**src/sat_pkg.sv**
```systemverilog
// ----------------------------------------------------------------------------
// sat_pkg
// Widths, codes, field positions and shared types of the segment
// address translation core.
// ----------------------------------------------------------------------------
`default_nettype none

package sat_pkg;

  localparam int ADDR_W           = 64;
  localparam int SLOT_W           = 3;
  localparam int OP_W             = 2;
  localparam int CNT_W            = 4;
  localparam int CFG_IDX_W        = 2;
  localparam int MAX_SEGMENTS_DEF = 8;

  // operation codes
  localparam logic [OP_W-1:0] OP_WRITE   = 2'd0;
  localparam logic [OP_W-1:0] OP_TO_FILE = 2'd1;
  localparam logic [OP_W-1:0] OP_TO_VIRT = 2'd2;

  // configuration register indexes
  localparam logic [CFG_IDX_W-1:0] CFG_ELF_MODE  = 2'd0;
  localparam logic [CFG_IDX_W-1:0] CFG_LOAD_BIAS = 2'd1;
  localparam logic [CFG_IDX_W-1:0] CFG_SEG_COUNT = 2'd2;

  // input tdata layout, lowest field first
  localparam int IN_SLOT_LSB   = 0;
  localparam int IN_START_LSB  = IN_SLOT_LSB + SLOT_W;
  localparam int IN_MSIZE_LSB  = IN_START_LSB + ADDR_W;
  localparam int IN_FOFF_LSB   = IN_MSIZE_LSB + ADDR_W;
  localparam int IN_FSIZE_LSB  = IN_FOFF_LSB + ADDR_W;
  localparam int IN_QUERY_LSB  = IN_FSIZE_LSB + ADDR_W;
  localparam int IN_USED_W     = IN_QUERY_LSB + ADDR_W;
  localparam int IN_TDATA_W    = ((IN_USED_W + 7) / 8) * 8;

  // output tdata layout, lowest field first
  localparam int OUT_SLOT_LSB  = ADDR_W;
  localparam int OUT_USED_W    = ADDR_W + SLOT_W;
  localparam int OUT_TDATA_W   = ((OUT_USED_W + 7) / 8) * 8;

  typedef struct packed {
    logic [ADDR_W-1:0] start;
    logic [ADDR_W-1:0] mem_size;
    logic [ADDR_W-1:0] file_offset;
    logic [ADDR_W-1:0] file_len;
  } seg_t;

  // per-lane control from the pipeline sequencer
  typedef struct packed {
    logic wr_en;    // load the lane's segment entry
    logic to_file;  // direction of the item entering stage 2
    logic ld2;      // stage 1 -> stage 2 advance
    logic ld3;      // stage 2 -> stage 3 advance
  } lane_ctl_t;

endpackage

`default_nettype wire

```
**src/sat_lane.sv**
```systemverilog
// ----------------------------------------------------------------------------
// sat_lane
// One segment slot: holds the entry and runs its range check and
// translation in two register stages (subtract, then compare and add).
// ----------------------------------------------------------------------------
`default_nettype none

module sat_lane (
  input  wire                       clk,
  input  wire sat_pkg::lane_ctl_t   ctl,
  input  wire sat_pkg::seg_t        wr_seg,
  input  wire [sat_pkg::ADDR_W-1:0] query,
  output logic                      hit,
  output logic [sat_pkg::ADDR_W-1:0] result
);
  import sat_pkg::*;

  seg_t              seg_r;
  logic [ADDR_W-1:0] diff_r, size_r, other_r;
  logic [ADDR_W-1:0] diff_nxt, size_nxt, other_nxt;
  logic              hit_r;
  logic [ADDR_W-1:0] res_r;

  // pick the range base, size and target base for the direction
  always_comb begin
    if (ctl.to_file) begin
      diff_nxt  = query - seg_r.start;
      size_nxt  = seg_r.mem_size;
      other_nxt = seg_r.file_offset;
    end else begin
      diff_nxt  = query - seg_r.file_offset;
      size_nxt  = seg_r.file_len;
      other_nxt = seg_r.start;
    end
  end

  always_ff @(posedge clk) begin
    if (ctl.wr_en) begin
      seg_r <= wr_seg;
    end
    if (ctl.ld2) begin
      diff_r  <= diff_nxt;
      size_r  <= size_nxt;
      other_r <= other_nxt;
    end
    if (ctl.ld3) begin
      hit_r <= (diff_r < size_r);
      res_r <= diff_r + other_r;
    end
  end

  assign hit    = hit_r;
  assign result = res_r;

endmodule

`default_nettype wire

```
**config.mk**
```make
export PLATFORM = sky130hd
export DESIGN_NAME = sat_lane
export DESIGN_NICKNAME = d
export VERILOG_FILES = /design/src/sat_pkg.sv /design/src/sat_lane.sv
export SDC_FILE = /design/constraint.sdc
export NUM_CORES = 1
export LEC_CHECK = 0
export BUFFER_PORTS_ARGS = -buffer_cell sky130_fd_sc_hd__buf_2
export CORE_MARGIN = 1
export CORE_UTILIZATION = 45
export DETAILED_ROUTE_END_ITERATION = 8
export GPL_TIMING_DRIVEN = 0
export PLACE_DENSITY = 0.67
export SLEW_MARGIN = 10
export SYNTH_ARGS = -nofsm -noshare
export SYNTH_HDL_FRONTEND = slang
export SYNTH_SLANG_ARGS = --single-unit
```
**constraint.sdc**
```tcl
create_clock -name clk -period 4.3 [get_ports clk]
set_input_delay 0.645 -clock clk [delete_from_list [all_inputs] [get_ports clk]]
set_output_delay 0.645 -clock clk [all_outputs]
set_load 0.05 [all_outputs]
```
==> flow_summary.json, run 1 <==
{
  "status": "finished clean",
  "n_fill_cell": 4810,
  "wirelength_um": 68900,
  "numCtsBuffers": 55,
  "dp_cells": 3128,
  "dr.pass1.iters": 5,
  "fin_crit_sh": 0.964,
  "place_congestion": 0.940,
  "routedWlPerCell_um": 21.2,
  "grt_pass1_vias": 17768,
  "power_switching_mw": 5.18,
  "slew_violations": 0,
  "pwr_density_cell_nw_per_um2": 508,
  "finalPower_mw": 15.9,
  "clkPwrFrac": 0.306,
  "grt_pass1_wl_um": 103000,
  "slew_headroom": 0.365,
  "yosysWarnings": 0,
  "clock.fmax_ghz": 0.241,
  "critPathLaunchType": "input pin",
  "pre_cts_ws_ns": -1.79,
  "hold_violations": 0,
  "viasPerCell": 5.49,
  "mostFrequentLayoutCell": "edfxtp_1",
  "syn_nets": 2491,
  "path_max_fanout": 10,
  "seqPwrFrac": 0.418,
  "worstPathRequired_ns": 4.65,
  "portBuffers": 389,
  "antenna_found_initial": 12,
  "period_minus_slack_ns": 4.14,
  "dp_hpwl_um": 53800,
  "num_io_pins": 390,
  "drive_gt1_frac": 0.267,
  "chipHeight_um": 243,
  "path_class": "input pin to register",
  "hp-class": "input pin to register",
  "clk_latency_ns": 0.63,
  "cap_violations": 0,
  "die_w_um": 243,
  "swShare": 0.325,
  "reg2reg_from": "diff_r[3]$_DFFE_PP_",
  "setup_viol": 0,
  "drt_iter0_drc": 1414,
  "cts_tree": "done",
  "cts_hold_buffers": 0,
  "num_rows": 88,
  "grt_start_max_net_pins": 117,
  "ys_seq_area_frac": 0.588,
  "p_comb_frac": 0.277,
  "clk_pin_slew_ns": 0.06,
  "core_area_um2": 57600,
  "hold_start": "wr_seg[122]",
  "cts_sinks": 513,
  "vias": 17825,
  "tightest_slew_ns": 0.953,
  "setup.worst_path.end_class": "register",
  "p_int_mw": 10.8,
  "arrival_ns": 4.50,
  "htree_levels": 2,
  "ant_nets": 0,
  "drc": 0,
  "area_delta_synth_final_pct": 19.6,
  "syn_inst": 1969,
  "ir_drop_mv": 0.310,
  "clk_path_buf_depth": 3,
  "mostFrequentLayoutCells": "edfxtp_1 (513), buf_2 (392), ha_1 (195)",
  "startpoint": "ctl[2]",
  "setup_ws_ns": 0.157,
  "p_leak_nw": 12.9,
  "final_cell_area_um2": 31300,
  "syn-mean-instance-area_um2": 13.3,
  "ys_ff_latch": 513,
  "root_buffer": "clkbuf_16",
  "stdcell_count": 3247,
  "async_reset_ff_frac": 0,
  "dieArea_um2": 59200,
  "grt_overflow": 0,
  "synth_flop_cell": "edfxtp_1",
  "nets": 2947,
  "multiInputGateArea_um2": 10300,
  "placed_area_um2": 29300,
  "ys_types": 71,
  "synth_edf_count": 513,
  "seq_area_um2": 15400,
  "post-route-util": 0.544,
  "syn_area_um2": 26200,
  "grt_usage": 0.229,
  "fin_skew_ns": 0.0300,
  "start_util": 0.455
}
[cells by family after synthesis]
kind of cell             count (synthesis)  share of synthesized area
AND/OR/NAND/NOR                        306                     0.0565
adder cells (fa/ha/maj)                197                     0.0946
buffers and inverters                  151                     0.0225
XOR/XNOR                               123                     0.0411
AO/OA/AOI/OAI                          487                      0.118
flip-flops                             513                      0.588
multiplexers                           192                     0.0795
[final timing paths]
| check | end | depth (start not counted) | slack [ns] |
|---|---|---|---|
| max | diff_r[36]$_DFFE_PP_ | 16 | 0.16 |
| min | seg_r[122]$_DFFE_PP_ | 1 | 0.19 |
| max reg2reg | result[57]$_DFFE_PP_ | 11 | 0.26 |
| min reg2reg | size_r[31]$_DFFE_PP_ | 1 | 0.55 |
[what timing repair did]
| item | 4_1_cts | 5_1_grt |
|---|---|---|
| gates resized for setup | 20 | 17 |
| buffers inserted | 1 | 5 |
| pin swaps | 3 | 7 |
| setup endpoints to repair | 38 | 15 |
| gates cloned | 0 | 0 |
| hold endpoints to repair | 0 | 0 |
[registers in the layout, indices dropped and copies added (netlist names)]
| name | cells |
|---|---|
| other_r | 64 |
| seg_r | 256 |
| hit | 1 |
| result | 64 |
| size_r | 64 |
| diff_r | 64 |
[per-stage QoR]
step | hold WS [ns] | setup TNS, ns
global placement | 0.528 | -315.17
global route | 0.159 | -0.0851
detailed placement | 0.531 | -46.79
finish | 0.185 | 0
floorplan | 0.513 | 0
CTS | 0.145 | 0
[critical path: stages]
cell,delay [ns]
buf_2,0.15
buf_12,0.20
buf_6,0.18
mux2_2,0.34
ha_1,0.20
fa_1,0.40
nand2b_1,0.19
a21oi_2,0.23
o21ai_0,0.17
a21oi_1,0.34
o31ai_1,0.20
a31oi_1,0.31
nor2b_2,0.33
a21boi_0,0.18
o21ai_0,0.31
xor2_1,0.10
[cell type report]
cell class | count | share of cell area
Multi-Input combinational cell | 1305 | 0.329
Tap cell | 765 | 0.0305
Clock buffer | 66 | 0.0459
Sequential cell | 513 | 0.491
Timing Repair Buffer | 400 | 0.0684
Buffer | 51 | 0.00842
Inverter | 99 | 0.0119
Antenna cell | 11 | 0.000878
Clock inverter | 37 | 0.0139
[cell usage after synthesis (3+ instances only)]
cell	instances	share of area
edfxtp_1	513	0.59
ha_1	195	0.093
a21oi_1	172	0.033
mux2_2	129	0.055
nand2_1	102	0.015
inv_1	99	0.014
o21ai_0	87	0.017
a21o_1	86	0.025
xnor2_1	77	0.026
nor2_1	64	0.0092
mux2i_1	63	0.024
xor2_1	46	0.015
clkbuf_1	43	0.0062
nand4_1	40	0.0095
o21bai_1	25	0.0072
nand3_1	21	0.0040
a31oi_1	17	0.0041
nor3_1	13	0.0025
o21a_1	13	0.0037
nand2b_1	12	0.0029
and3_1	11	0.0026
nor2b_1	11	0.0026
o211ai_1	11	0.0032
a211oi_1	10	0.0029
and2_1	9	0.0021
o21ai_1	7	0.0013
buf_2	6	0.0011
nor4_1	6	0.0014
a2111oi_0	5	0.0017
a221oi_1	5	0.0017
o31ai_1	5	0.0014
or2_2	5	0.0012
a211o_1	4	0.0013
and4_1	4	0.0013
a41o_1	3	0.0011
o22ai_1	3	0.00072
[power by group through the flow]
stage,Clock (mW),Sequential [mW],Combinational (mW)
CTS,4.98,6.66,4.37
global route,5.14,6.71,4.78
detailed placement,0,6.76,4.33
global placement,0,6.77,4.27
floorplan,0,7.35,2.34
finish,4.87,6.66,4.41
[routing by layer]
metal / track usage / up-vias / part of all wire
met5: 0 / - / 0.00026
met4: 0.0864 / 4 / 0.035
met3: 0.0337 / 136 / 0.055
met2: 0.372 / 571 / 0.47
met1: 0.311 / 8639 / 0.44
li1: - / 8475 / -
No activity file was read; power rests on OpenSTA's default activity.
==> run 2, diff against run 1 <==
- PLACE_DENSITY: 0.67 -> 0.64
- clock period: 4.3 -> 4.9 ns (I/O delays scaled with it)
==> run 2 against run 1 <==
Register-to-register slack gained 0.37 ns. Worst setup slack gained 0.031 ns. Wire length shrank 0.57%. Utilization shrank 0.42 points. Largest power group unchanged. Highest routed layer unchanged.
==> flow_summary.json, run 2 (synthesized netlist as in run 1, its figures left out) <==
{
  "dp_hpwl_um": 53200,
  "ir_drop_mv": 0.405,
  "grt_pass1_vias": 17800,
  "p_leak_nw": 12.8,
  "clk_latency_ns": 0.61,
  "critPathLaunchType": "input pin",
  "ff2ff_path_depth": 11,
  "regMostFlops": "seg_r",
  "hold_violations": 0,
  "r2r_end": "result[59]$_DFFE_PP_",
  "ant_nets": 0,
  "place_congestion": 0.918,
  "tightest_slew_ns": 1.08,
  "dieArea_um2": 59200,
  "cap_violations": 0,
  "mostFrequentLayoutCells": "edfxtp_1 (513), buf_2 (391), ha_1 (195)",
  "setup.worst_path.end_class": "register",
  "n_fill_cell": 4835,
  "grt_usage": 0.229,
  "critPathTopFamily": "compound AO/OA/AOI/OAI gates",
  "arrival_ns": 5.06,
  "reg2reg_from": "diff_r[14]$_DFFE_PP_",
  "cts_sinks": 513,
  "grt_overflow": 0,
  "start_util": 0.455,
  "pre_cts_ws_ns": -1.65,
  "status": "finished clean",
  "nets": 2940,
  "mostFrequentLayoutCell": "edfxtp_1",
  "stdcell_count": 3235,
  "routedWlPerCell_um": 21.2,
  "wirelength_um": 68500,
  "hold_start": "wr_seg[116]",
  "setup_ws_ns": 0.188,
  "chipHeight_um": 243,
  "placed_area_um2": 29200,
  "numCtsBuffers": 55,
  "core_area_um2": 57600,
  "pwr_density_cell_nw_per_um2": 446,
  "area_delta_synth_final_pct": 18.7,
  "slew_violations": 0,
  "num_rows": 88,
  "grt_pass1_wl_um": 102000,
  "final_cell_area_um2": 31100,
  "whs_ns": 0.292,
  "path_max_fanout": 12,
  "dr.pass1.iters": 5,
  "clk_path_buf_depth": 3,
  "path_buf_inv": 2,
  "viasPerCell": 5.45,
  "crit_slowest_cell": "a2111oi_4",
  "root_buffer": "clkbuf_16",
  "clk_pin_slew_ns": 0.06,
  "drt_iter0_drc": 1341,
  "drive_gt1_frac": 0.255,
  "antenna_found_initial": 12,
  "cts_tree": "done",
  "rrSetupSlack_ns": 0.63,
  "dp_cells": 3127,
  "worstPathRequired_ns": 5.25,
  "die_w_um": 243,
  "rsz0062_at_grt": "false",
  "path_class": "input pin to register",
  "final.setup.tns_ns": 0,
  "holdPathStages": 1,
  "vias": 17625,
  "drc": 0,
  "num_io_pins": 390,
  "period_minus_slack_ns": 4.71,
  "hp-class": "input pin to register",
  "setup_viol": 0,
  "clock.fmax_ghz": 0.212,
  "htree_levels": 2,
  "crit_path_max_incr_delay_ns": 0.52,
  "path_cells": "buf_4, clkbuf_4, mux2_2, ha_1, fa_1, nand2b_1, a21oi_1, o21ai_1, a2111oi_4, o2111ai_2, a21oi_2, o41a_1, a31oi_1, o21ai_0, xor2_1",
  "grt_start_max_net_pins": 119,
  "largest_reg_flops": 256,
  "portBuffers": 389,
  "cts_hold_buffers": 0,
  "fin_skew_ns": 0.0311,
  "slew_headroom": 0.283,
  "whs_endpoint": "seg_r[116]$_DFFE_PP_",
  "fin_crit_sh": 0.962
}
==> run 2: power by group <==
group	total, mW	internal, mW	switching [mW]
clock	4.18	2.48	1.70
combinational	3.82	1.35	2.48
sequential	5.86	5.59	0.268
==> run 2: per-layer routing <==
| layer | part of all wire | vias up | global-route usage |
|---|---|---|---|
| met1 | 0.44 | 8474 | 0.311 |
| met5 | 0.00074 | - | 0 |
| met3 | 0.059 | 131 | 0.0383 |
| met2 | 0.46 | 555 | 0.362 |
| met4 | 0.037 | 8 | 0.0962 |
| li1 | - | 8457 | - |
==> run 2: metrics by stage <==
stage / util / total power [mW]
finish: 0.540 / 13.9
global route: 0.540 / 14.5
CTS: 0.539 / 14.0
detailed placement: 0.508 / 9.73
global placement: 0.505 / 9.69
floorplan: - / 8.50
==> run 2: cell type report <==
class                           count  area (µm²)  share of cell area
Multi-Input combinational cell   1305       10200               0.329
Buffer                             51         223             0.00716
Tap cell                          765         957              0.0308
Antenna cell                        8        20.0            0.000644
Clock buffer                       68        1430              0.0458
Inverter                           99         372              0.0119
Timing Repair Buffer              393        2080              0.0669
Sequential cell                   513       15400               0.495
Clock inverter                     33         389              0.0125
==> run 2: how the worst max path moves through the flow <==
stage               startpoint              endpoint  slack (ns)  cells past startpoint
floorplan               ctl[2]  diff_r[58]$_DFFE_PP_        0.36                     15
global placement        ctl[2]  diff_r[58]$_DFFE_PP_       -1.60                     16
detailed placement      ctl[2]  diff_r[58]$_DFFE_PP_       -1.65                     16
CTS                     ctl[2]  diff_r[58]$_DFFE_PP_        0.04                     15
global route            ctl[2]  diff_r[60]$_DFFE_PP_       0.008                     15
finish                  ctl[2]  diff_r[60]$_DFFE_PP_        0.19                     15
==> run 2: what timing repair did <==
| item | CTS | global route |
|---|---|---|
| endpoints found under the setup margin | 36 | 9 |
| setup buffers | 0 | 0 |
| gates resized for setup | 4 | 9 |
==> run 3, diff against run 2 <==
- CORE_ASPECT_RATIO: unset -> 1.2
- CTS_BUF_LIST: unset -> sky130_fd_sc_hd__clkbuf_8
- GPL_TIMING_DRIVEN: 0 -> unset
==> run 3 against run 2 <==
Sequential power barely moved. Utilization fell by 0.43 points. Final cell count fell by 0.34%. Non-clock buffer count fell by 31. Total power fell by 3.3%. First-iteration DRC count fell by 15%. Die area barely moved. Hold slack got worse by 0.068 ns. Sequential share of layout area rose by 0.55 points. Clock-buffer cell count rose by 21. Clock power fell by 12%. Fmax rose by 12%. Critical path type is now register to register.
==> flow_summary.json, run 3 (synthesized netlist as in run 1, its figures left out) <==
{
  "grt_start_max_net_pins": 146,
  "numCtsBuffers": 87,
  "die_w_um": 222,
  "core_area_um2": 57400,
  "period_minus_slack_ns": 4.19,
  "largest_reg_flops": 256,
  "post-route-util": 0.536,
  "fin_crit_sh": 0.855,
  "arrival_ns": 4.60,
  "cts_hold_buffers": 0,
  "nets": 2941,
  "crit_path_max_incr_delay_ns": 0.63,
  "setup_viol": 0,
  "crit_slowest_cell": "a2111oi_2",
  "grt_usage": 0.237,
  "tightest_slew_ns": 0.957,
  "start_util": 0.456,
  "drc": 0,
  "pwr_density_cell_nw_per_um2": 436,
  "chipHeight_um": 266,
  "ant_nets": 0,
  "area_delta_synth_final_pct": 17.4,
  "grt_pass1_wl_um": 105000,
  "drive_gt1_frac": 0.270,
  "setup.worst_path.end_class": "register",
  "vias": 17572,
  "num_io_pins": 390,
  "routedWlPerCell_um": 21.9,
  "n_fill_cell": 4902,
  "hold_violations": 0,
  "drt_iter0_drc": 1136,
  "clk_pin_slew_ns": 0.06,
  "status": "finished clean",
  "grt_pass1_vias": 18122,
  "antenna_found_initial": 4,
  "p_leak_nw": 12.8,
  "clk_path_buf_depth": 3,
  "slew_violations": 0,
  "regMostFlops": "seg_r",
  "clock.fmax_ghz": 0.239,
  "final.setup.tns_ns": 0,
  "fin_skew_ns": 0.0384,
  "hp-class": "input pin to register",
  "root_buffer": "clkbuf_8",
  "dp_hpwl_um": 54700,
  "portBuffers": 389,
  "path_cells": "mux2_2, ha_1, fa_1, nand2b_1, a21oi_1, o21ai_1, a2111oi_2, o2111ai_2, a21oi_1, buf_4, o41a_1, a211o_1, a41oi_2, xnor2_1",
  "slew_headroom": 0.346,
  "cts_sinks": 513,
  "clk_latency_ns": 0.69,
  "ctsResizeCount": 0,
  "cap_violations": 0,
  "dr.pass1.iters": 5,
  "path_class": "register to register",
  "critPathLaunchType": "register",
  "worstPathRequired_ns": 5.31,
  "num_rows": 96,
  "grt_overflow": 0,
  "mostFrequentLayoutCells": "edfxtp_1 (513), buf_2 (386), ha_1 (195)",
  "dieArea_um2": 59200,
  "htree_levels": 3,
  "rsz0062_at_grt": "false",
  "viasPerCell": 5.45,
  "ir_drop_mv": 0.246,
  "place_congestion": 0.959,
  "path_max_fanout": 3,
  "wirelength_um": 70600,
  "mostFrequentLayoutCell": "edfxtp_1",
  "cp_common_cell": "a21oi_1",
  "cts_tree": "done",
  "cts_setup_buffers": 0
}
==> run 3: changes by cell type in the layout (fill, tap and decap cells not counted), moves of 4 or more <==
cell / delta
inv_1: +19
clkbuf_8: +90
buf_2: -5
clkinv_1: +13
clkinvlp_4: -4
clkbuf_2: -4
clkbuf_16: -55
clkinv_2: +10
buf_4: +18
buf_16: -4
buf_12: +4
clkbuf_1: -51
bufinv_16: -4
diode_2: -7
==> run 3: cell type report <==
| type | instances | area, µm² | area share |
|---|---|---|---|
| sequential | 513 | 15400 | 0.501 |
| inverter | 99 | 372 | 0.0121 |
| clock inverter | 69 | 419 | 0.0136 |
| multi-input combinational | 1305 | 10200 | 0.332 |
| antenna | 1 | 2.50 | 0.0000814 |
| clock buffer | 89 | 1220 | 0.0398 |
| tap | 735 | 920 | 0.0299 |
| timing repair buffer | 413 | 2210 | 0.0717 |
==> run 3: stage by stage <==
stage	cell area [µm²]	hold WS, ns	worst slack, ns	power, mW	instances
detailed placement	29100	0.532	0.171	9.78	3065
global route	30800	0.187	0.459	14.0	3224
floorplan	26200	0.513	0.358	8.50	1969
global placement	29100	0.529	0.215	9.75	3065
CTS	30800	0.162	0.728	13.5	3223
finish	30800	0.225	0.710	13.4	3224
==> run 3: report_power, final <==
group / total [mW] / internal, mW / switching, mW / leakage (nW)
Combinational: 3.86 / 1.37 / 2.49 / 6.86
Clock: 3.67 / 1.91 / 1.76 / 0.920
Sequential: 5.87 / 5.59 / 0.282 / 5.02
Total: 13.4 / 8.87 / 4.53 / 12.8
==> run 3: per-layer routing <==
metal,share of wire,GRT usage,wire (µm)
met5,0.00035,0,25
met3,0.050,0.0404,3520
met4,0.024,0.0813,1690
met1,0.42,0.295,29800
met2,0.50,0.414,35600
==> run 3: worst paths after layout <==
path | depth (start not counted) | from | endpoint | slack, ns
worst max register to register | 14 | seg_r[192]$_DFFE_PP_ | diff_r[58]$_DFFE_PP_ | 0.71
worst max-delay path | 14 | seg_r[192]$_DFFE_PP_ | diff_r[58]$_DFFE_PP_ | 0.71
worst min register to register | 1 | seg_r[166]$_DFFE_PP_ | size_r[38]$_DFFE_PP_ | 0.54
worst min-delay path | 1 | wr_seg[46] | seg_r[46]$_DFFE_PP_ | 0.22
==> run 3: worst max-delay path, delay by kind of cell (launching register included) <==
kind                       cells  cell delay, ns
AOI/OAI and AO/OA              8            2.19
xor gates and xnor gates       1            0.14
adders and majority gates      2            0.60
buffers and inverters          1            0.16
DFF                            1            0.38
muxes                          1            0.27
and+or+nand+nor                1            0.18
